## config.mk

```make
export PLATFORM = sky130hd
export DESIGN_NAME = can_transport_receive_reassembler_top
export DESIGN_NICKNAME = d
export VERILOG_FILES = /design/src/design/cantp_pkg.sv /design/src/design/cantp_front.sv /design/src/design/cantp_fifo.sv /design/src/design/cantp_back.sv /design/src/design/can_transport_receive_reassembler_top.sv
export SDC_FILE = /design/constraint.sdc
export NUM_CORES = 1
export LEC_CHECK = 0
export BUFFER_PORTS_ARGS = -buffer_cell sky130_fd_sc_hd__buf_2
export CAP_MARGIN = 0
export CELL_PAD_IN_SITES_DETAIL_PLACEMENT = 2
export CELL_PAD_IN_SITES_GLOBAL_PLACEMENT = 2
export CORE_AREA = 2 2 259 210
export DETAILED_ROUTE_END_ITERATION = 7
export DIE_AREA = 0 0 261 212
export PLACE_DENSITY_LB_ADDON = 0.05
export SLEW_MARGIN = 20
export SYNTH_ARGS = -nofsm -noshare
export SYNTH_HDL_FRONTEND = slang
export SYNTH_SLANG_ARGS = --single-unit
```

## constraint.sdc

```tcl
create_clock -name clk -period 7 [get_ports clk]
set_input_delay 0 -clock clk [delete_from_list [all_inputs] [get_ports clk]]
set_output_delay 0 -clock clk [all_outputs]
set_load 0.1 [all_outputs]
```

## src/design/cantp_pkg.sv

```systemverilog
// shared types and constants of the can transport receive reassembler
package cantp_pkg;

    typedef enum logic [1:0]
    {
        KIND_PAYLOAD = 2'd0,
        KIND_STATUS  = 2'd1,
        KIND_FC      = 2'd2
    } kind_t;

    localparam logic [2:0] ST_PROGRESS    = 3'd0;
    localparam logic [2:0] ST_ID_MISMATCH = 3'd1;
    localparam logic [2:0] ST_LEN_MISMATCH = 3'd2;
    localparam logic [2:0] ST_SEQ_MISMATCH = 3'd3;
    localparam logic [2:0] ST_BAD_TYPE    = 3'd4;
    localparam logic [2:0] ST_SUCCESS     = 3'd5;
    localparam logic [2:0] ST_TIMEOUT     = 3'd6;

    localparam logic [3:0] FT_SINGLE  = 4'd0;
    localparam logic [3:0] FT_FIRST   = 4'd1;
    localparam logic [3:0] FT_CONSEC  = 4'd2;
    localparam logic [3:0] FT_FLOW    = 4'd3;

    localparam logic [2:0] CFG_RECEIVE_ID = 3'd0;
    localparam logic [2:0] CFG_TRANSMIT_ID = 3'd1;
    localparam logic [2:0] CFG_TIMEOUT_MS = 3'd2;

    localparam logic [15:0] TIMEOUT_RESET = 16'd1000;
    localparam logic [3:0]  DLC_MAX       = 4'd8;
    localparam logic [11:0] FF_MIN_LEN    = 12'd8;
    localparam logic [2:0]  FF_BYTES      = 3'd6;

    typedef struct packed
    {
        logic [2:0]       nbytes;
        logic [7:0][7:0]  data;
        logic [11:0]      base_off;
        logic             fc;
        logic [10:0]      fc_id;
        logic [2:0]       status;
        logic [11:0]      len_out;
    } job_t;

endpackage

```

## src/design/cantp_front.sv

```systemverilog
// front end: frame classification, reception state and config registers
module cantp_front
    import cantp_pkg::*;
(
    input  logic        clk,
    input  logic        rst_n,
    input  logic        cfg_we,
    input  logic [2:0]  cfg_index,
    input  logic [15:0] cfg_wdata,
    input  logic        in_valid,
    output logic        in_stall,
    input  logic        command,
    input  logic [31:0] now_ms,
    input  logic [10:0] can_id,
    input  logic [3:0]  dlc,
    input  logic [7:0]  frame_byte0,
    input  logic [7:0]  frame_byte1,
    input  logic [7:0]  frame_byte2,
    input  logic [7:0]  frame_byte3,
    input  logic [7:0]  frame_byte4,
    input  logic [7:0]  frame_byte5,
    input  logic [7:0]  frame_byte6,
    input  logic [7:0]  frame_byte7,
    input  logic        job_full,
    output logic        job_push,
    output job_t        job
);

    logic [10:0] receive_id_reg;
    logic [10:0] transmit_id_reg;
    logic [15:0] timeout_ms_reg;

    logic        receiving_reg, receiving_next;
    logic [3:0]  exp_seq_reg, exp_seq_next;
    logic [11:0] total_len_reg, total_len_next;
    logic [11:0] bytes_rx_reg, bytes_rx_next;
    logic [31:0] last_time_reg, last_time_next;

    logic [3:0]  dlc_c;
    logic [3:0]  ftype;
    logic [3:0]  nib;
    logic [11:0] ff_len;
    logic [31:0] gap;
    logic [11:0] rem;
    logic [11:0] cf_cnt;
    logic [11:0] br_sum;
    logic [3:0]  dlc_m1;

    assign in_stall = job_full;
    assign job_push = in_valid && !job_full;

    always_comb
    begin
        dlc_c  = (dlc > DLC_MAX) ? DLC_MAX : dlc;
        dlc_m1 = dlc_c - 4'd1;
        ftype  = frame_byte0[7:4];
        nib    = frame_byte0[3:0];
        ff_len = {nib, frame_byte1};
        gap    = now_ms - last_time_reg;
        rem    = (bytes_rx_reg > total_len_reg) ? 12'd0 : (total_len_reg - bytes_rx_reg);
        cf_cnt = ({8'd0, dlc_m1} > rem) ? rem : {8'd0, dlc_m1};
        br_sum = bytes_rx_reg + cf_cnt;

        receiving_next = receiving_reg;
        exp_seq_next   = exp_seq_reg;
        total_len_next = total_len_reg;
        bytes_rx_next  = bytes_rx_reg;
        last_time_next = last_time_reg;

        job.nbytes   = 3'd0;
        job.data     = {8'h00, frame_byte7, frame_byte6, frame_byte5, frame_byte4,
                        frame_byte3, frame_byte2, frame_byte1};
        job.base_off = 12'd0;
        job.fc       = 1'b0;
        job.fc_id    = transmit_id_reg;
        job.status   = ST_PROGRESS;
        job.len_out  = 12'd0;

        if (command)
        begin
            if (receiving_reg && (gap > {16'd0, timeout_ms_reg}))
            begin
                receiving_next = 1'b0;
                job.status     = ST_TIMEOUT;
            end
        end
        else if (can_id != receive_id_reg)
        begin
            job.status = ST_ID_MISMATCH;
        end
        else if (dlc_c == 4'd0)
        begin
            receiving_next = 1'b0;
            job.status     = ST_BAD_TYPE;
        end
        else
        begin
            case (ftype)
                FT_SINGLE:
                begin
                    if (nib != dlc_m1)
                    begin
                        job.status = ST_LEN_MISMATCH;
                    end
                    else
                    begin
                        job.nbytes     = nib[2:0];
                        receiving_next = 1'b0;
                        exp_seq_next   = 4'd0;
                        job.status     = ST_SUCCESS;
                        job.len_out    = {8'd0, nib};
                    end
                end
                FT_FIRST:
                begin
                    if ((dlc_c != DLC_MAX) || (ff_len < FF_MIN_LEN))
                    begin
                        job.status = ST_LEN_MISMATCH;
                    end
                    else
                    begin
                        job.nbytes     = FF_BYTES;
                        job.data       = {16'h0000, frame_byte7, frame_byte6, frame_byte5,
                                          frame_byte4, frame_byte3, frame_byte2};
                        job.fc         = 1'b1;
                        receiving_next = 1'b1;
                        exp_seq_next   = 4'd1;
                        total_len_next = ff_len;
                        bytes_rx_next  = {9'd0, FF_BYTES};
                        last_time_next = now_ms;
                    end
                end
                FT_CONSEC:
                begin
                    if (!receiving_reg)
                    begin
                        job.status = ST_SEQ_MISMATCH;
                    end
                    else if (nib != exp_seq_reg)
                    begin
                        receiving_next = 1'b0;
                        job.status     = ST_SEQ_MISMATCH;
                    end
                    else
                    begin
                        job.nbytes     = cf_cnt[2:0];
                        job.base_off   = bytes_rx_reg;
                        bytes_rx_next  = br_sum;
                        exp_seq_next   = nib + 4'd1;
                        last_time_next = now_ms;
                        if (br_sum >= total_len_reg)
                        begin
                            receiving_next = 1'b0;
                            job.status     = ST_SUCCESS;
                            job.len_out    = total_len_reg;
                        end
                    end
                end
                FT_FLOW:
                begin
                    job.status = ST_PROGRESS;
                end
                default:
                begin
                    receiving_next = 1'b0;
                    job.status     = ST_BAD_TYPE;
                end
            endcase
        end
    end

    always_ff @(posedge clk or negedge rst_n)
    begin
        if (!rst_n)
        begin
            receive_id_reg  <= 11'd0;
            transmit_id_reg <= 11'd0;
            timeout_ms_reg  <= TIMEOUT_RESET;
            receiving_reg   <= 1'b0;
            exp_seq_reg     <= 4'd0;
            total_len_reg   <= 12'd0;
            bytes_rx_reg    <= 12'd0;
            last_time_reg   <= 32'd0;
        end
        else
        begin
            if (cfg_we)
            begin
                case (cfg_index)
                    CFG_RECEIVE_ID:  receive_id_reg  <= cfg_wdata[10:0];
                    CFG_TRANSMIT_ID: transmit_id_reg <= cfg_wdata[10:0];
                    CFG_TIMEOUT_MS:  timeout_ms_reg  <= cfg_wdata;
                    default:         ;
                endcase
            end
            if (job_push)
            begin
                receiving_reg <= receiving_next;
                exp_seq_reg   <= exp_seq_next;
                total_len_reg <= total_len_next;
                bytes_rx_reg  <= bytes_rx_next;
                last_time_reg <= last_time_next;
            end
        end
    end

`ifndef SYNTHESIS
    a_rx_below_total: assert property (@(posedge clk) disable iff (!rst_n)
        receiving_reg |-> (bytes_rx_reg < total_len_reg))
        else $error("reception running with all bytes already received");

    a_rx_len_floor: assert property (@(posedge clk) disable iff (!rst_n)
        receiving_reg |-> (total_len_reg >= FF_MIN_LEN))
        else $error("reception running with a short message length");
`endif

endmodule

```

## src/design/cantp_fifo.sv

```systemverilog
// small register queue between front and back
module cantp_fifo #(
    parameter int WIDTH = 8,
    parameter int DEPTH = 2
)
(
    input  logic             clk,
    input  logic             rst_n,
    input  logic             push,
    input  logic [WIDTH-1:0] push_data,
    output logic             full,
    input  logic             pop,
    output logic             head_valid,
    output logic [WIDTH-1:0] head_data
);

    localparam int PW = (DEPTH > 1) ? $clog2(DEPTH) : 1;
    localparam int CW = $clog2(DEPTH + 1);

    logic [WIDTH-1:0] mem_reg [DEPTH];
    logic [PW-1:0]    wr_ptr_reg;
    logic [PW-1:0]    rd_ptr_reg;
    logic [CW-1:0]    count_reg;
    logic             do_push;
    logic             do_pop;

    assign full       = (count_reg == CW'(DEPTH));
    assign head_valid = (count_reg != '0);
    assign head_data  = mem_reg[rd_ptr_reg];
    assign do_push    = push && !full;
    assign do_pop     = pop && head_valid;

    always_ff @(posedge clk)
    begin
        if (do_push)
        begin
            mem_reg[wr_ptr_reg] <= push_data;
        end
    end

    always_ff @(posedge clk or negedge rst_n)
    begin
        if (!rst_n)
        begin
            wr_ptr_reg <= '0;
            rd_ptr_reg <= '0;
            count_reg  <= '0;
        end
        else
        begin
            if (do_push)
            begin
                wr_ptr_reg <= (wr_ptr_reg == PW'(DEPTH - 1)) ? '0 : wr_ptr_reg + 1'b1;
            end
            if (do_pop)
            begin
                rd_ptr_reg <= (rd_ptr_reg == PW'(DEPTH - 1)) ? '0 : rd_ptr_reg + 1'b1;
            end
            if (do_push && !do_pop)
            begin
                count_reg <= count_reg + 1'b1;
            end
            else if (do_pop && !do_push)
            begin
                count_reg <= count_reg - 1'b1;
            end
        end
    end

endmodule

```

## src/design/cantp_back.sv

```systemverilog
// back end: sequences each job into payload, flow-control and status results
module cantp_back
    import cantp_pkg::*;
(
    input  logic        clk,
    input  logic        rst_n,
    input  logic        head_valid,
    input  job_t        head,
    output logic        job_pop,
    output logic        out_valid,
    input  logic        out_stall,
    output logic [1:0]  result_kind,
    output logic [7:0]  payload_byte,
    output logic [11:0] byte_offset,
    output logic [11:0] message_length,
    output logic [2:0]  status,
    output logic [10:0] fc_target_id,
    output logic        last
);

    logic        out_valid_reg;
    kind_t       kind_reg, kind_next;
    logic [7:0]  byte_reg, byte_next;
    logic [11:0] offset_reg, offset_next;
    logic [11:0] length_reg, length_next;
    logic [2:0]  status_reg, status_next;
    logic [10:0] fc_id_reg, fc_id_next;
    logic        last_reg, last_next;
    logic [2:0]  pos_reg;

    logic        load;
    logic [3:0]  n_total;

    assign load    = head_valid && (!out_valid_reg || !out_stall);
    assign job_pop = load && last_next;
    assign n_total = {1'b0, head.nbytes} + {3'd0, head.fc} + 4'd1;

    always_comb
    begin
        kind_next   = KIND_STATUS;
        byte_next   = 8'd0;
        offset_next = 12'd0;
        length_next = 12'd0;
        status_next = 3'd0;
        fc_id_next  = 11'd0;
        last_next   = ({1'b0, pos_reg} == (n_total - 4'd1));
        if (pos_reg < head.nbytes)
        begin
            kind_next   = KIND_PAYLOAD;
            byte_next   = head.data[pos_reg];
            offset_next = head.base_off + {9'd0, pos_reg};
        end
        else if (head.fc && (pos_reg == head.nbytes))
        begin
            kind_next  = KIND_FC;
            fc_id_next = head.fc_id;
        end
        else
        begin
            status_next = head.status;
            length_next = head.len_out;
        end
    end

    always_ff @(posedge clk or negedge rst_n)
    begin
        if (!rst_n)
        begin
            out_valid_reg <= 1'b0;
            pos_reg       <= 3'd0;
        end
        else
        begin
            if (load)
            begin
                out_valid_reg <= 1'b1;
                pos_reg       <= last_next ? 3'd0 : pos_reg + 3'd1;
            end
            else if (!out_stall)
            begin
                out_valid_reg <= 1'b0;
            end
        end
    end

    always_ff @(posedge clk)
    begin
        if (load)
        begin
            kind_reg   <= kind_next;
            byte_reg   <= byte_next;
            offset_reg <= offset_next;
            length_reg <= length_next;
            status_reg <= status_next;
            fc_id_reg  <= fc_id_next;
            last_reg   <= last_next;
        end
    end

    assign out_valid      = out_valid_reg;
    assign result_kind    = kind_reg;
    assign payload_byte   = byte_reg;
    assign byte_offset    = offset_reg;
    assign message_length = length_reg;
    assign status         = status_reg;
    assign fc_target_id   = fc_id_reg;
    assign last           = last_reg;

`ifndef SYNTHESIS
    a_last_is_status: assert property (@(posedge clk) disable iff (!rst_n)
        (out_valid_reg && last_reg) |-> (kind_reg == KIND_STATUS))
        else $error("final transfer of a frame is not a status report");

    a_status_is_last: assert property (@(posedge clk) disable iff (!rst_n)
        (out_valid_reg && (kind_reg == KIND_STATUS)) |-> last_reg)
        else $error("status report not marked last");

    a_job_held: assert property (@(posedge clk) disable iff (!rst_n)
        (pos_reg != 3'd0) |-> head_valid)
        else $error("job left the queue before its status went out");
`endif

endmodule

```

## src/design/can_transport_receive_reassembler_top.sv

```systemverilog
// top level of the can transport receive reassembler
// the first result of a frame or tick transfer passes the job queue, then the output register
// each item yields 1 to 8 results, one per cycle from the back-end sequencer while out_stall is low
// a frame yields its payload bytes, then a flow-control request if any, then a status report
// the front takes a new item every cycle while the job queue has room
// reset clears reception state and queue, config to 0, 0, 1000 ms
module can_transport_receive_reassembler_top
    import cantp_pkg::*;
#(
    parameter int FIFO_DEPTH = 2
)
(
    input  logic        clk,
    input  logic        rst_n,
    input  logic        cfg_we,
    input  logic [2:0]  cfg_index,
    input  logic [15:0] cfg_wdata,
    input  logic        in_valid,
    output logic        in_stall,
    input  logic        command,
    input  logic [31:0] now_ms,
    input  logic [10:0] can_id,
    input  logic [3:0]  dlc,
    input  logic [7:0]  frame_byte0,
    input  logic [7:0]  frame_byte1,
    input  logic [7:0]  frame_byte2,
    input  logic [7:0]  frame_byte3,
    input  logic [7:0]  frame_byte4,
    input  logic [7:0]  frame_byte5,
    input  logic [7:0]  frame_byte6,
    input  logic [7:0]  frame_byte7,
    output logic        out_valid,
    input  logic        out_stall,
    output logic [1:0]  result_kind,
    output logic [7:0]  payload_byte,
    output logic [11:0] byte_offset,
    output logic [11:0] message_length,
    output logic [2:0]  status,
    output logic [10:0] fc_target_id,
    output logic        last
);

    job_t job_in;
    job_t job_head;
    logic job_push;
    logic job_full;
    logic job_pop;
    logic head_valid;

    cantp_front u_front
    (
        .clk         (clk),
        .rst_n       (rst_n),
        .cfg_we      (cfg_we),
        .cfg_index   (cfg_index),
        .cfg_wdata   (cfg_wdata),
        .in_valid    (in_valid),
        .in_stall    (in_stall),
        .command     (command),
        .now_ms      (now_ms),
        .can_id      (can_id),
        .dlc         (dlc),
        .frame_byte0 (frame_byte0),
        .frame_byte1 (frame_byte1),
        .frame_byte2 (frame_byte2),
        .frame_byte3 (frame_byte3),
        .frame_byte4 (frame_byte4),
        .frame_byte5 (frame_byte5),
        .frame_byte6 (frame_byte6),
        .frame_byte7 (frame_byte7),
        .job_full    (job_full),
        .job_push    (job_push),
        .job         (job_in)
    );

    cantp_fifo #(
        .WIDTH ($bits(job_t)),
        .DEPTH (FIFO_DEPTH)
    ) u_fifo
    (
        .clk        (clk),
        .rst_n      (rst_n),
        .push       (job_push),
        .push_data  (job_in),
        .full       (job_full),
        .pop        (job_pop),
        .head_valid (head_valid),
        .head_data  (job_head)
    );

    cantp_back u_back
    (
        .clk            (clk),
        .rst_n          (rst_n),
        .head_valid     (head_valid),
        .head           (job_head),
        .job_pop        (job_pop),
        .out_valid      (out_valid),
        .out_stall      (out_stall),
        .result_kind    (result_kind),
        .payload_byte   (payload_byte),
        .byte_offset    (byte_offset),
        .message_length (message_length),
        .status         (status),
        .fc_target_id   (fc_target_id),
        .last           (last)
    );

endmodule
```

* Word-level counts from Yosys, hierarchy flattened
Memories as Yosys holds them, arrays and structs flattened.
Index checks and enable logic that the tools add are counted.
** Word-level totals
- Flip-flop bits (word level) :: 156
- Memory bits (writable) :: 212
- Bits of input ports :: 136
- Output and inout bits :: 51
- Logic and storage cells :: 171
- Memories :: 1
** Memory list
- u_fifo.mem_reg :: depth 2, width 106, rd ports 1, clocked after memory_dff 0, write ports 1, RTL line cantp_fifo.sv:20 : logic [WIDTH-1:0] mem_reg [DEPTH];
** Cells by class
- Add/sub/neg operators :: 14
- Magnitude comparators :: 8
- Equality and inequality tests :: 22
- Muxes and demuxes :: 69
- Bitwise logic cells :: 5
- Reduce and logical (&&, ||, !) cells :: 32
** Operators with widths (number)
- 80-bit two-way mux :: 3
- 12-bit two-way mux :: 13
- 32-bit two-way mux :: 3
- 67-bit two-way mux :: 1
- 64-bit two-way mux :: 1
- 32-bit case mux with 2 select lines :: 1
- 12-bit case mux with 2 select lines :: 2
- 3-bit two-way mux :: 11
- 32-bit by 16-bit > comparator with 1-bit output :: 1
- 32-bit subtractor :: 1
- 8-bit binary-select mux with 3-bit select :: 1
- 4-bit two-way mux :: 6
- 1-bit two-way mux :: 17
- 15-bit two-way mux :: 1
- 12-bit adder :: 1
- 12-bit by 3-bit adder with 12-bit output :: 1
- 12-bit greater-or-equal comparator :: 1
- 12-bit > comparator :: 1
- 4-bit by 12-bit > comparator with 1-bit output :: 1
- 12-bit by 4-bit less-than comparator with 1-bit output (second input constant) :: 1
- 3-bit case mux with 4 select lines :: 1
- 4-bit case mux with 3 select lines :: 1
- 6-bit AND reduction :: 2
- 12-bit subtractor :: 1
- 40 further kinds :: 77

* Depth between registers and ports, before layout
Gate-level depths: netlist (run 1).
- Depth after elaboration :: 14
- Depth in mapped cells :: 36
- Depth with buffers taken out :: 36

* Modules after synthesis
From an unflattened synthesis (run 1), not the netlist that was laid out.
** Unflattened totals
- Cell total of the unflattened synthesis :: 1698
- Area total of the unflattened synthesis :: 20050.5 um^2
** Modules (own cells, without submodules)
- cantp_front :: instances 1, cells an instance 1149, area an instance 9255.1 um^2, seq. area each 2484.9 um^2
- cantp_fifo :: instances 1, cells an instance 349, area an instance 7961.4 um^2, seq. area each 6466.2 um^2
- cantp_back :: instances 1, cells an instance 200, area an instance 2834.0 um^2, seq. area each 1571.5 um^2

* Least setup slack after synthesis (run 1)
Ideal clock, no wire load.
- Path kind :: flip-flop to flip-flop
- From :: register u_front.bytes_rx_reg[0]
- To :: memory u_fifo.mem_reg[0][14] (netlist name), data pin
- Library setup time :: 267 ps
- Data arrival time :: 6667 ps
- Data required time :: 6733 ps
- Path slack :: 65 ps
- Stages on the path, launching flop included :: 35
- Buffers on the path :: 0
- Period minus slack after synthesis :: 6935 ps
- Path through :: dfrtp_1 ha_1 fa_1 nor2b_1 o31a_1 o211a_1 o21ai_0 a21oi_1 o21bai_1 ha_1 nor2b_1 o21a_1 o21a_1 o21ai_0 nor2_1 and4_1 or3_1 ha_1 inv_1 fa_1 nor2b_1 o21ai_0 a21boi_0 o21ai_0 and3_1 nor2_1 ha_1 a21o_1 a221o_1 a211oi_1 o21ai_0 a21o_1 a21oi_1 o21ai_0 o2bb2ai_1
** RTL lines
- start, declared :: RTL line cantp_front.sv:36 : logic [11:0] bytes_rx_reg, bytes_rx_next;
- start signal, assigned :: RTL line cantp_front.sv:201 : bytes_rx_reg <= bytes_rx_next;
- end, declared :: RTL line cantp_fifo.sv:20

==> results list, run 1 <==
- Input and output buffers added on the ports amount to between 150 and 200.
* Outcome: completed
- Setup violations remaining at the end of the flow were counted as 0.
- Relative to the synthesized area, the layout overhead comes to 27.8%.
- For this run, design rule violations remaining after detail routing come to 0.
* Die Outline Area: 55300 um^2
- Of the total power, the clock network draws 0.261.
* Total wire length: 61500 um
- Setup repair after global routing could not meet its margin everywhere.
- The worst hold path belongs to the class input pin to asynchronous set/reset pin.
- Seq/Total Area, Yosys: 0.533
- Horizontal die dimension: 261 um
* Final design utilization: 0.454
- Worst setup path endpoint: u_fifo.mem_reg[1][3]
* Register bit total from synthesis: 352
- Clock-pin slew was measured on the worst setup and hold paths at ~0.060 ns.
* Clk_lat worst skew: 0.58 ns
- Detail Route Antenna Nets: 0
- Met3 Usage GRT: 0.0306
* Number of nets at the end of the flow: ~2.3k
- Area leader, netlist: sky130_fd_sc_hd__edfxtp_1
- Worst slew pin tran: 1.11 ns
* Violation count after the first detailed-routing iteration: 647
* Post-Place Cells: 2560
* HPWL reported at the end of detailed placement: ~42000 um
* Aggregate global routing overflow: 0
- CTS Buf Count: 42
* Highest-count cells in the layout ignoring fill and taps: sky130_fd_sc_hd__edfxtp_1, sky130_fd_sc_hd__nand2_1, sky130_fd_sc_hd__buf_2, sky130_fd_sc_hd__dlygate4sd3_1, sky130_fd_sc_hd__inv_1
- Share of total power in combinational logic: 0.364
- Most common library cell in the layout ignoring fill and taps: sky130_fd_sc_hd__edfxtp_1
- In this run the worst path has a maximum fanout of 5.
- Top delay family on crit path: compound AO/OA/AOI/OAI gates
- Number of placement rows: 76
- Flip-flop count of the largest register after layout: between 150 and 200
- Crit path capture type: flip-flop
- Register-to-register setup slack: 0.20 ns
* Met1 GRT Util: 0.290
* Worst path max stage delay: between 0.5 and 0.6 ns
* Routing usage on met2: 0.385
* Net switching share of the total power: 0.407
- The clock net in this run drives a total of approximately 350 sinks.
* Ratio of routed vias to standard cells: 5.19
- Synthesis handed over a netlist of 1662 instances.
- Average detailed-routed wire length per instance: between 20 and 25 um
- Slowest library cell on the worst path: sky130_fd_sc_hd__or4_4
- The first global-routing pass estimated 93600 um of wire.
- Entering global routing, the biggest net connects 61 pins.
- Net switching power of the design: 3400 uW
- Headroom to the max-slew limit came out at 0.259.
* Vias in the first global route: 16.0k
- Excluding fillers, the count of instances in the completed layout stands at 2799.
* Final slew viol count: 0
* Worst path buffer plus inverter count: 2
- CTS built an H-tree with a depth of 2.
* Post-route setup slack: between 0.15 and 0.2 ns
- Final Critical Period: 6.80 ns
* Initial antenna violation count: 4
- Clock tree from TritonCTS: yes
* Sequential share of power: 0.375
* Highest clock frequency the design can meet: 147 MHz
- Commonest register cell after synthesis: sky130_fd_sc_hd__edfxtp_1
- Main area contributors after synthesis: sky130_fd_sc_hd__edfxtp_1, sky130_fd_sc_hd__dfrtp_1, sky130_fd_sc_hd__ha_1
- The internal portion of the total power is slightly below 5000 uW.
- Final Wtd Congestion: about 0.83
* Crit path launch type: flip-flop
- Final Hold Violating Endpoints: 0
* Top-level I/O count: 187
- Summed instance area of the synthesized netlist: 18800 um^2
* Highest-utilization routing layer at the global route stage: met2
- Dividing the synthesized area by the synthesized cell count gives approximately 11 um^2.
* R2r startpoint: u_front.bytes_rx_reg[4]
* Post-synth cell types: between 80 and 90
- Core area: 53100 um^2
* Startpoint-to-endpoint class of the critical path: flip-flop to flip-flop
* Root Buffer Master: sky130_fd_sc_hd__clkbuf_16
* Proportion of netlist area held by the largest area contributor: 0.391
- Total number of vias: approximately 15k
- Global-route total usage across every layer: 0.222
- Dividing the final minimum period by the clock period gives 0.971.
- Measured along the y axis, the die boundary spans 212 um.
* Asr flop ratio synth: 0.304
* Share of final-layout standard cells stronger than drive strength 1: 0.235
* Number of flops mapped to enable cells by yosys: 245
- Count of cell instances traversed by the critical path: 31
- Total iterations of the first detailed-routing run: 4
* Setup slack at placement: -0.401 ns
* Pwr dens: 347 nW/um^2
- The worst register-to-register path has a depth of 31.
- Leakage power of the design: 0.00984 uW
* Max-capacitance violation count: 0
- Maximum vdd ir drop: about 0.00021 V
* Synthesis Warnings: 0
- Skew final: 0.0181 ns
- Data on the critical path arrives at its endpoint at around 7 ns.
- The worst register-to-register path ends at u_fifo.mem_reg[1][3].
- Number of buffers on the longest clock path: 3
* Required time at the worst-slack endpoint: 7.31 ns
- In this run the worst setup path begins at u_front.bytes_rx_reg[4].
- For this configuration, the core starts out at a cell density of 0.355.
cells by family after synthesis:
kind of cell	share of synthesized area
AOI/OAI and AO/OA	0.102
and+or+nand+nor	0.128
xor gates and xnor gates	0.0342
buffers and inverters	0.0344
muxes	0.0976
DFF	0.533
adders and majority gates	0.0707
other	0.000199
how the worst min path moves through the flow:
stage / from / cells past startpoint / end / slack [ns]
detailed placement: rst_n / 1 / u_front.last_time_reg[28] / 0.13
floorplan: rst_n / 0 / u_back.out_valid / -0.30
finish: rst_n / 2 / u_front.last_time_reg[28] / 0.04
global route: rst_n / 2 / u_front.last_time_reg[28] / 0.10
CTS: rst_n / 2 / u_front.last_time_reg[28] / 0.04
global placement: rst_n / 1 / u_front.last_time_reg[28] / 0.11
cell usage after synthesis (6+ instances only):
master / n
sky130_fd_sc_hd__a21o_1: 28
sky130_fd_sc_hd__nand2b_1: 15
sky130_fd_sc_hd__and3_1: 6
sky130_fd_sc_hd__xor2_1: 39
sky130_fd_sc_hd__mux2i_1: 45
sky130_fd_sc_hd__o21a_1: 21
sky130_fd_sc_hd__clkbuf_1: 46
sky130_fd_sc_hd__o211ai_1: 7
sky130_fd_sc_hd__a31oi_1: 6
sky130_fd_sc_hd__and2_1: 20
sky130_fd_sc_hd__nand2_1: 242
sky130_fd_sc_hd__dfrtp_1: 101
sky130_fd_sc_hd__o21ai_0: 66
sky130_fd_sc_hd__edfxtp_1: 245
sky130_fd_sc_hd__mux4_2: 24
sky130_fd_sc_hd__nor3_1: 33
sky130_fd_sc_hd__nand4_1: 19
sky130_fd_sc_hd__a211oi_1: 23
sky130_fd_sc_hd__nor2b_1: 13
sky130_fd_sc_hd__buf_1: 7
sky130_fd_sc_hd__nand3_1: 22
sky130_fd_sc_hd__nor2_1: 106
sky130_fd_sc_hd__mux2_2: 74
sky130_fd_sc_hd__a21oi_1: 80
sky130_fd_sc_hd__o31ai_1: 7
sky130_fd_sc_hd__dfstp_2: 6
sky130_fd_sc_hd__nor4_1: 16
sky130_fd_sc_hd__ha_1: 100
sky130_fd_sc_hd__inv_1: 108
sky130_fd_sc_hd__xnor2_1: 32
sky130_fd_sc_hd__buf_2: 8
power groups by stage:
stage                     clock network [uW]  registers [uW]  logic (uW)
after global routing                    2320            3190        3260
after CTS                               2240            3150        3070
after floorplan                            0            4060        1290
after global placement                     0            3150        2920
after detailed placement                   0            3180        2980
final                                   2180            3140        3040
repair_timing:
item	CTS	global route
endpoints found under the hold margin	259	0
cloned	0	0
buffers inserted	4	8
endpoints found under the setup margin	29	29
gates resized for setup	15	37
pin swaps	8	12
hold buffers	147	0
final cells by class:
type	count	area [um^2]
antenna	2	5.00
timing repair buffer	410	2990
inverter	109	409
multi-input combinational	1146	8370
fill	5464	29000
tap	702	878
sequential	352	10000
clock buffer	60	1170
clock inverter	18	201
routing by layer:
layer	part of all wire	wire length, um
met1	0.44	27300
met4	0.022	1370
met2	0.50	30700
met5	0.00046	28
met3	0.033	2040
worst register-to-register path: cells and delay by family (launching register included):
kind / cells / cell delay, ns
AOI/OAI and AO/OA: 17 / 3.04
and+or+nand+nor: 7 / 1.74
xor gates and xnor gates: 1 / 0.16
DFF: 1 / 0.36
buffers and inverters: 2 / 0.23
adders and majority gates: 4 / 1.00
stage by stage:
step	hold slack, ns	TNS, ns	power [uW]	cell area [um^2]
2_1_floorplan	-0.296	0	5360	18900
3_5_place_dp	0.126	-8.80	6160	21000
4_1_cts	0.0444	0	8460	23900
5_1_grt	0.103	-1.56	8770	24100
6_report	0.0416	0	8350	24100
3_3_place_gp	0.115	-3.30	6070	21000
Note: power is estimated with default switching activity, not from simulation.
==> run 2, diff against run 1 <==
Settings changed: ABC_AREA set to 1, CORE_AREA 2 2 259 210 to 2 2 275 222, DIE_AREA 0 0 261 212 to 0 0 277 224.
==> run 2 against run 1 <==
  * Via count up 15%
  * Clock-buffer cell count up 1
  * Hold slack better by 0.027 ns
  * Die area rose by 12%
  * Wire length increased by 14%
  * Sequential power shrank 1%
  * Utilization down 4.9 points
  * Area after synthesis up 2.9%
==> results list, run 2 <==
- The clock-pin slew of the registers on the worst-case setup and hold paths came to 0.06 ns (about the same).
- The maximum ir drop on the vdd rail is 0.000197 V (was 0.000210 V).
- Area leader, netlist: sky130_fd_sc_hd__edfxtp_1 (unchanged)
* Vias in the first global route: 18.3k (was 16.0k)
- Horizontal die dimension: 277 um (was 261 um)
* Outcome: completed (unchanged)
- Main area contributors after synthesis: sky130_fd_sc_hd__edfxtp_1, sky130_fd_sc_hd__dfrtp_1, sky130_fd_sc_hd__nand2_1 (was sky130_fd_sc_hd__edfxtp_1, sky130_fd_sc_hd__dfrtp_1, sky130_fd_sc_hd__ha_1).
- Length of routed met3 wiring: 2220 um (was 2040 um)
- The y dimension of the die came to 224 um (was 212 um).
- The core box area came to 59300 um^2 (was 53100 um^2).
- Largest fanout on the critical path: 10 (was 5)
- The clock latency at the later pin of the worst-skew pair came to 0.59 ns (was 0.58 ns).
* Top-level I/O count: 187 (unchanged)
- Final Wtd Congestion: 0.811 (was 0.831)
- The largest net degree at the start of global routing is 77 (was 61).
- The post-detailed-routing wire length came to 70400 um (was 61500 um).
- Final setup violation count: 0 (unchanged)
* Final slew viol count: 0 (unchanged)
- The floorplan row count came to 80 (was 76).
- Cell count after synthesis: 2223 (was 1662)
- The number of synthesized flops with an enable pin was 245 (unchanged).
- Crit path capture type: flip-flop (unchanged)
- Seq/Total Area, Yosys: 0.518 (was 0.533)
- First-pass GRT wire length: 110000 um (was 93600 um)
- Top layer in use: met4 (was met5)
- The remaining number of nets flagged by the antenna check after routing is 0 (unchanged).
* Skew final: 0.0172 ns (was 0.0181 ns)
- Worst slew pin tran: 1.03 ns (was 1.11 ns)
* Proportion of netlist area held by the largest area contributor: 0.379 (was 0.391)
- Class of the tightest hold or removal check: input pin to asynchronous set/reset pin (unchanged)
- The data arrival time at the worst-slack endpoint came to 6.76 ns (was 7.11 ns).
- Share of final-layout standard cells stronger than drive strength 1: 0.124 (was 0.235)
* Most common library cell in the layout ignoring fill and taps: sky130_fd_sc_hd__nand2_1 (was sky130_fd_sc_hd__edfxtp_1)
- Clock tree from TritonCTS: yes (unchanged)
- Setup repair after global routing missed its margin: no (was yes).
* Filler cell count: 6649 (was 5464)
- Final Hold Violating Endpoints: 0 (unchanged)
* HPWL reported at the end of detailed placement: 49100 um (was 42300 um)
* Ratio of routed vias to standard cells: 4.97 (was 5.19)
* Register bit total from synthesis: 352 (unchanged)
* Initial cell density of the core: 0.327 (was 0.355)
- CTS H-tree lvls: 2 (unchanged)
* FF+latch area: 10000 um^2 (about the same)
- Post-Route M1 WL: 34100 um (was 27300 um)
* Num Clock Sinks: 352 (unchanged)
- Dominant cell by count in the synthesized netlist: sky130_fd_sc_hd__nand2_1 (was sky130_fd_sc_hd__edfxtp_1)
* Number of nets at the end of the flow: 2778 (was 2301)
- The area taken by multi-input logic gates is 7930 um^2 (was 8370 um^2).
- The number of antenna violations at the first check in global routing came to 4 (unchanged).
- The wire length per cell after detailed routing is 21.0 um (was 22.0 um).
- Aggregate global routing overflow: 0 (unchanged)
- Asr flop ratio synth: 0.304 (unchanged)
- The violation count after the first detailed-routing iteration came to 769 (was 647).
* Total DRC errors in the routed layout: 0 (unchanged)
- Layout-stage area growth over the synthesis result: 23.8% (was 27.8%)
- Root Buffer Master: sky130_fd_sc_hd__clkbuf_16 (unchanged)
* Required time at the worst-slack endpoint: 7.33 ns (was 7.31 ns)
- Worst path buffer plus inverter count: 7 (was 2)
- The type of element launching the critical path was a flip-flop (unchanged).
- The reported leakage power is 0.0110 uW (was 0.00984 uW).
- The count of unique library cells instantiated by Yosys is 60 (was 81).
- The max-capacitance violation count was 0 (unchanged).
- Final Critical Period: 6.43 ns (was 6.80 ns)
- Flip-flop count of the largest register after layout: 196 (unchanged)
- The count of synthesis-stage warnings from yosys came to 0 (unchanged).
- The utilization of the core after routing came to 0.405 (was 0.454).
- The detailed-router iteration count before antenna repair is 5 (was 4).
- The most numerous cell type found on the critical path is sky130_fd_sc_hd__nand2_1.
- The upper clock frequency limit was 156 MHz (was 147 MHz).
* Summed instance area of the synthesized netlist: 19400 um^2 (was 18800 um^2)
- The path type of the worst setup path is flip-flop to flip-flop (unchanged).
* Number of input and output port buffers inserted: 186 (unchanged)
* Post-Synthesis Mean Instance Area: 8.72 um^2 (was 11.3 um^2)
- Slowest library cell on the worst path: sky130_fd_sc_hd__fa_1 (was sky130_fd_sc_hd__or4_4)
- Highest-count cells in the layout ignoring fill and taps: sky130_fd_sc_hd__nand2_1, sky130_fd_sc_hd__inv_1, sky130_fd_sc_hd__edfxtp_1, sky130_fd_sc_hd__o21ai_0, sky130_fd_sc_hd__buf_2 (was sky130_fd_sc_hd__edfxtp_1, sky130_fd_sc_hd__nand2_1, sky130_fd_sc_hd__buf_2, sky130_fd_sc_hd__dlygate4sd3_1, sky130_fd_sc_hd__inv_1).
- The max-slew headroom at the worst pin came to 0.311 (was 0.259).
- The gate family responsible for the most delay along the worst path was simple AND/OR/NAND/NOR gates (was compound AO/OA/AOI/OAI gates).
- The sum of negative setup slack is 0 ns (unchanged).
- The total power consumption of the routed design came to 8830 uW (was 8350 uW).
- Share of the cycle needed by the critical path after routing: 0.918 (was 0.971)
- The overall global routing resource usage was 0.229 (was 0.222).
* Number of buffers on the longest clock path: 3 (unchanged)
- Synth cell count leaders: sky130_fd_sc_hd__nand2_1, sky130_fd_sc_hd__inv_1, sky130_fd_sc_hd__edfxtp_1 (was sky130_fd_sc_hd__edfxtp_1, sky130_fd_sc_hd__nand2_1, sky130_fd_sc_hd__inv_1)
- The number of CTS-inserted buffers was 42 (unchanged).
* Amount of wire on met2 after detailed routing: 32500 um (was 30700 um)
* Commonest register cell after synthesis: sky130_fd_sc_hd__edfxtp_1 (unchanged)
- Pwr dens: 368 nW/um^2 (was 347 nW/um^2)
- Die Outline Area: 62000 um^2 (was 55300 um^2)
- Worst path max stage delay: 0.43 ns (was 0.54 ns)
* Total number of vias: 16.7k (was 14.5k)
==> run 2: kinds of logic (layout without fill, tap and decap cells) <==
group | Yosys count | in the layout | share of synthesized area
compound gates | 406 | 406 | 0.112
xor+xnor | 50 | 50 | 0.0226
fa+ha+maj | 104 | 104 | 0.0687
buf+inv | 381 | 724 | 0.0764
flops | 352 | 352 | 0.518
mux | 8 | 8 | 0.00413
other cells | 1 | 8 | 0.000193
simple gates | 921 | 921 | 0.198
==> run 2: path summary, 6_finish.rpt <==
check / cells past startpoint / slack, ns / start / to
min: 2 / 0.07 / rst_n / u_front.receive_id_reg[6]
max in group asynchronous: 3 / 5.59 / rst_n / u_fifo.rd_ptr_reg
min in group clk: 8 / 0.10 / frame_byte0[6] / u_front.exp_seq_reg[3]
min reg2reg: 0 / 0.48 / u_front.transmit_id_reg[5] / u_fifo.mem_reg[1][20]
max reg2reg: 43 / 0.57 / u_front.total_len_reg[0] / u_fifo.mem_reg[0][0]
max: 43 / 0.57 / u_front.total_len_reg[0] / u_fifo.mem_reg[0][0]
==> run 2: what timing repair did <==
item,in CTS,in global routing
endpoints found under the setup margin,0,29
resized for setup,0,7
setup buffers,0,1
hold endpoints to repair,266,0
hold buffers,128,0
==> run 2: worst register-to-register path, delay by kind of cell, from the launching register on <==
| kind | cells | cell delay (ns) |
|---|---|---|
| fa+ha+maj | 6 | 1.79 |
| simple gates | 22 | 2.26 |
| xor+xnor | 1 | 0.22 |
| compound gates | 7 | 0.99 |
| flops | 1 | 0.37 |
| buf+inv | 7 | 0.57 |
==> run 2: power by group <==
part / internal (uW) / switching, uW
Sequential: 2870 / 230
Combinational: 700 / 2630
Clock: 1460 / 945
Total: 5030 / 3810
==> run 2: layout make-up <==
| class | instances | share of cell area |
|---|---|---|
| Antenna cell | 1 | 0.000104 |
| Timing Repair Buffer | 334 | 0.0986 |
| Clock buffer | 61 | 0.0498 |
| Sequential cell | 352 | 0.419 |
| Inverter | 312 | 0.0490 |
| Tap cell | 779 | 0.0406 |
| Clock inverter | 17 | 0.0128 |
| Multi-Input combinational cell | 1496 | 0.330 |
==> run 2: per-layer routing <==
metal,global-route usage,up-vias
li1,-,7959
met1,0.323,8379
met2,0.375,242
met3,0.0276,86
met4,0.0584,0
met5,0,-
==> run 2: metrics by stage <==
step	cell area [um^2]	hold WS [ns]	setup WS, ns	cells
2_1_floorplan	19400	-0.296	1.34	2229
4_1_cts	24000	0.0686	0.130	3350
6_report	24000	0.0681	0.574	3352
3_5_place_dp	21200	0.154	0.161	3144
3_3_place_gp	21200	0.149	0.586	3144
5_1_grt	24000	0.139	0.00705	3352
